--- src/hdl/wmms_pkg.sv ---
// Package for the window min/max/mean/std block: payload structs, constants
// and the lane result and control structs. No dependencies.
`default_nettype none
package wmms_pkg;
    localparam int unsigned DATA_W = 32;
    localparam int unsigned STD_W  = 31;
    localparam int unsigned SUM_W  = 48;
    localparam int unsigned SQ_W   = 128;
    localparam int unsigned CNT_W  = 17;
    localparam int unsigned LOG_W  = 5;
    localparam int unsigned MAX_LOG = 16;
    localparam logic signed [DATA_W-1:0] FULL_SCALE_POS = 32'sh7FFF_FFFF;
    localparam logic signed [DATA_W-1:0] FULL_SCALE_NEG = 32'sh8000_0000;
    localparam logic CMD_SAMPLE = 1'b0;
    localparam logic CMD_GAP    = 1'b1;
    localparam logic [LOG_W-1:0] LOG_RESET = 5'd6;
    localparam logic [1:0] ADDR_DECIM = 2'd0;

    typedef struct packed {
        logic               command;
        logic signed [31:0] x_sample;
        logic signed [31:0] y_sample;
    } in_item_t;

    typedef struct packed {
        logic signed [31:0] min_x;
        logic signed [31:0] max_x;
        logic signed [31:0] min_y;
        logic signed [31:0] max_y;
        logic signed [31:0] mean_x;
        logic signed [31:0] mean_y;
        logic [30:0]        std_x;
        logic [30:0]        std_y;
    } out_item_t;

    // result of one axis lane at the end of a window
    typedef struct packed {
        logic signed [DATA_W-1:0] min_v;
        logic signed [DATA_W-1:0] max_v;
        logic [SUM_W-1:0]         sum;
        logic [SQ_W-1:0]          sumsq;
    } lane_res_t;

    // control from the top to each lane
    typedef struct packed {
        logic take;
        logic clear;
    } lane_ctl_t;
endpackage
`default_nettype wire

--- src/hdl/wmms_lane.sv ---
// One axis accumulator lane: running min, max, sum and sum of squares.
// Depends on wmms_pkg.
`default_nettype none
module wmms_lane #(
    parameter int unsigned SAMPLE_BITS = 32
) (
    input  wire logic                      clk,
    input  wire logic                      rst_n,
    input  wire wmms_pkg::lane_ctl_t       ctl,
    input  wire logic signed [31:0]        sample,
    output wmms_pkg::lane_res_t            res
);
    logic signed [31:0] v;
    logic [31:0] mag;
    logic [63:0] sq;
    logic signed [31:0] min_reg, max_reg;
    logic [47:0] sum_reg;
    logic [127:0] sq_reg;

    assign v   = 32'(signed'(sample[SAMPLE_BITS-1:0]));
    assign mag = v[31] ? 32'(-v) : v;
    assign sq  = mag * mag;

    always_ff @(posedge clk or negedge rst_n)
    begin
        if (!rst_n)
        begin
            min_reg <= wmms_pkg::FULL_SCALE_POS;
            max_reg <= wmms_pkg::FULL_SCALE_NEG;
            sum_reg <= '0;
            sq_reg  <= '0;
        end
        else if (ctl.clear)
        begin
            min_reg <= wmms_pkg::FULL_SCALE_POS;
            max_reg <= wmms_pkg::FULL_SCALE_NEG;
            sum_reg <= '0;
            sq_reg  <= '0;
        end
        else if (ctl.take)
        begin
            if (v < min_reg) min_reg <= v;
            if (v > max_reg) max_reg <= v;
            sum_reg <= sum_reg + 48'(v);
            sq_reg  <= sq_reg + 128'(sq);
        end
    end

    // combined with the current sample, for the closing transfer
    always_comb
    begin
        res.min_v = (v < min_reg) ? v : min_reg;
        res.max_v = (v > max_reg) ? v : max_reg;
        res.sum   = sum_reg + 48'(v);
        res.sumsq = sq_reg + 128'(sq);
    end
endmodule
`default_nettype wire

--- config.mk ---
export PLATFORM = sky130hd
export DESIGN_NAME = wmms_lane
export DESIGN_NICKNAME = d
export VERILOG_FILES = /design/src/hdl/wmms_pkg.sv /design/src/hdl/wmms_lane.sv
export SDC_FILE = /design/constraint.sdc
export NUM_CORES = 2
export LEC_CHECK = 0
export BUFFER_PORTS_ARGS = -buffer_cell sky130_fd_sc_hd__buf_2
export CAP_MARGIN = 15
export CORE_MARGIN = 5
export CORE_UTILIZATION = 58
export DETAILED_ROUTE_END_ITERATION = 8
export HOLD_SLACK_MARGIN = 0.06
export PLACE_DENSITY_LB_ADDON = 0.08
export SLEW_MARGIN = 20
export SYNTH_ARGS = -nofsm -noshare
export SYNTH_HDL_FRONTEND = slang
export SYNTH_SLANG_ARGS = --single-unit
--- constraint.sdc ---
create_clock -name clk -period 16 [get_ports clk]
set_input_delay 3.2 -clock clk [delete_from_list [all_inputs] [get_ports clk]]
set_output_delay 3.2 -clock clk [all_outputs]
set_load 0.01 [all_outputs]
==> impl_metrics.env <==
export IMPL_cts_hold_buf=0
export IMPL_die_h_um=298
export IMPL_yosys_warnings=0
export IMPL_critPathMostFrequentCell="fa_1"
export IMPL_synthSimpleGateAreaFrac_pct=13.3
export IMPL_vias=41826
export IMPL_grt_start_max_net_pins=95
export IMPL_synthesis_area_sq_um=48000
export IMPL_cts_max_path_buffers=3
export IMPL_fin_util_pct=72.6
export IMPL_cts_sinks=240
export IMPL_drcViolationCount=0
export IMPL_drtIter0Drc=2942
export IMPL_dp_hpwl_mm=137
export IMPL_drive_above_1_share_pct=23.1
export IMPL_synth_top_family_by_area="adder cells"
export IMPL_grt_pass1_wl_mm=261
export IMPL_cts_root_buf="clkbuf_16"
export IMPL_critPathSlowestCell="fa_2"
export IMPL_endpoint_kind="output pin"
export IMPL_setup_ws_ns=-0.335
export IMPL_start_kind="primary input"
export IMPL_placed_cell_area_sq_um=55400
export IMPL_overflow=0
export IMPL_die_area_sq_um=88600
export IMPL_routed_wl_mm=168
export IMPL_setup_viol=74
export IMPL_track_usage_pct=38.2
export IMPL_vias_per_cell=5.65
export IMPL_htreeDepth=1
export IMPL_synth_compound_area_share_pct=8.80
export IMPL_yosysSeqAreaShare_pct=12.6
export IMPL_synthCells=5465
export IMPL_netlist_cell_type_count=85
export IMPL_violations="negative setup slack"
export IMPL_first_global_vias=44909
export IMPL_rsz0062_at_grt="true"
export IMPL_syn_to_final_growth_pct=24.2
export IMPL_layout_cells_non_filler=7401
export IMPL_post_place_cells=7257
export IMPL_finalCritPeriodShare_pct=102
export IMPL_arrival_ns=13.13
export IMPL_drt_pass1_iter_count=6
export IMPL_hold_viol=0
export IMPL_core_sq_um=82100
export IMPL_timing_critical_path_required_ns=12.80
export IMPL_worstMarginPinSlew_ns=1.06
export IMPL_hold_class="register to register"
export IMPL_ant_nets=0
export IMPL_largest_register_ffs=128
export IMPL_pre_cts_slack_ns=-1.01
export IMPL_max_freq_ghz=0.0612
export IMPL_chipWidth_um=298
export IMPL_synth_mux_area_share_pct=2.43
export IMPL_synthFlopType="dfrtp_1"
export IMPL_grt_antenna_before_repair=1
export IMPL_worstPathMaxFanout=7
export IMPL_status="finished with violations"
export IMPL_cts_made_buffers=31
export IMPL_criticalPathCategory="primary input to output pin"
export IMPL_gp_congestion=1.01
export IMPL_start_util_pct=58.5
export IMPL_design_area_sq_um=59600
export IMPL_slew_violations=0
export IMPL_drv_cap=0
export IMPL_ys_async_sr_fraction_pct=100
export IMPL_synth_area_per_cell_sq_um=8.78
export IMPL_ios=276
export IMPL_insertion_delay_ns=0.64
export IMPL_period_needed_ns=16.33
export IMPL_synth_xor_area_share_pct=4.91
export IMPL_synth_edff_count=0
export IMPL_synthAdderAreaFrac_pct=46.2
export IMPL_ys_seq_elements=240
export IMPL_skew_ns=0.0186
export IMPL_rows=105
export IMPL_cts_tree="yes"
export IMPL_port_buffers=275
export IMPL_cpPeakStageDelay_ns=0.61
export IMPL_clkTransAtPathRegs_ns=0.06
export IMPL_routedWlPerCell_um=22.7
export IMPL_slew_limit_headroom_pct=29.3
export IMPL_nets=7588
-- cell type report --
class / count / area [sq um]
tap: 1070 / 1340
clock inverter: 19 / 245
clock buffer: 39 / 846
fill: 6350 / 22500
timing repair buffer: 1014 / 7730
multi-input combinational: 3747 / 38600
antenna: 3 / 7.51
sequential: 240 / 6050
inverter: 1269 / 4780
-- final timing paths --
check	start	end	slack, ns	depth (start not counted)
setup / recovery	sample[6]	res[124]	-0.33	40
hold / removal	sum_reg[44]	sum_reg[44]	0.51	1
setup reg to reg	sq_reg[20]	sq_reg[107]	7.53	28
hold reg to reg	sum_reg[44]	sum_reg[44]	0.51	1
max in group asynchronous	rst_n	sq_reg[54]	11.42	3
min in group asynchronous	rst_n	sum_reg[9]	2.49	1
-- through the flow --
| stage | hold WS [ns] | setup TNS [ns] |
|---|---|---|
| after global placement | 0.496 | -60.10 |
| after global routing | 0.531 | -35.29 |
| after CTS | 0.519 | -16.39 |
| after detailed placement | 0.500 | -62.13 |
| final | 0.513 | -14.19 |
| after floorplan | 0.470 | 0 |
-- per-layer routing --
metal  share of wire [%]  global-route usage [%]  up-vias
met5                   0                       0        -
met4                 6.7                    19.7        0
met3                 8.6                    7.73      550
met2                  47                    62.1     1945
met1                  38                    48.8    20778
li1                    -                       -    18553
-- Yosys cell counts (all sizes together) (22+ instances only) --
library cell,instances,area [sq um]
dfstp,32,841
and3,26,163
nand3,82,415
and2,22,138
o21ai,142,711
o21bai,47,353
nand2,510,1920
xor2,96,841
a211o,34,298
fa,872,17500
mux2i,112,1120
dfrtp,208,5200
ha,377,4720
xnor2,169,1500
buf,26,123
or3,23,154
nor2,550,2070
inv,1264,4740
clkbuf,206,773
nor3,40,200
a21oi,180,901
nand4,89,557
a21o,84,631
-- placed cells by master, fill, tap and decap left out, types with 26 or more instances in the layout --
cell / n
xor2_1: 86
xnor2_2: 67
a21o_1: 83
ha_1: 350
xnor2_1: 96
nor3_1: 32
inv_2: 30
nand2_4: 26
o21bai_1: 42
dfstp_2: 32
a211o_1: 33
nand4_1: 89
nand3_1: 70
inv_1: 1233
nor2_1: 526
o21ai_0: 127
buf_6: 62
buf_2: 257
fa_1: 857
dfrtp_1: 208
buf_12: 34
mux2i_1: 112
a21oi_1: 159
nand2_1: 460
buf_4: 653
clkbuf_16: 32
-- kinds of logic (layout without fill, tap and decap cells) --
| logic type | count (synthesis) | after routing |
|---|---|---|
| adders and majority gates | 1249 | 1249 |
| and+or+nand+nor | 1444 | 1444 |
| AOI/OAI and AO/OA | 647 | 647 |
| other | 2 | 28 |
| DFF | 240 | 240 |
| muxes | 116 | 116 |
| xor gates and xnor gates | 266 | 266 |
| buffers and inverters | 1501 | 2341 |
-- what timing repair did --
action,4_1_cts,5_1_grt
resized for setup,323,183
cloned,2,1
setup buffers,56,36
pin swaps,104,111
endpoints found under the setup margin,93,100
-- worst max-delay path: cells and delay by family --
family | cells | cell delay [ns]
AO/OA/AOI/OAI | 6 | 1.37
XOR/XNOR | 3 | 0.47
adder cells (fa/ha/maj) | 9 | 4.14
buffers and inverters | 11 | 1.14
AND/OR/NAND/NOR | 11 | 2.75
Power is not shown: default switching activity piles up to over one toggle a cycle in this logic, so the estimate is an artifact.
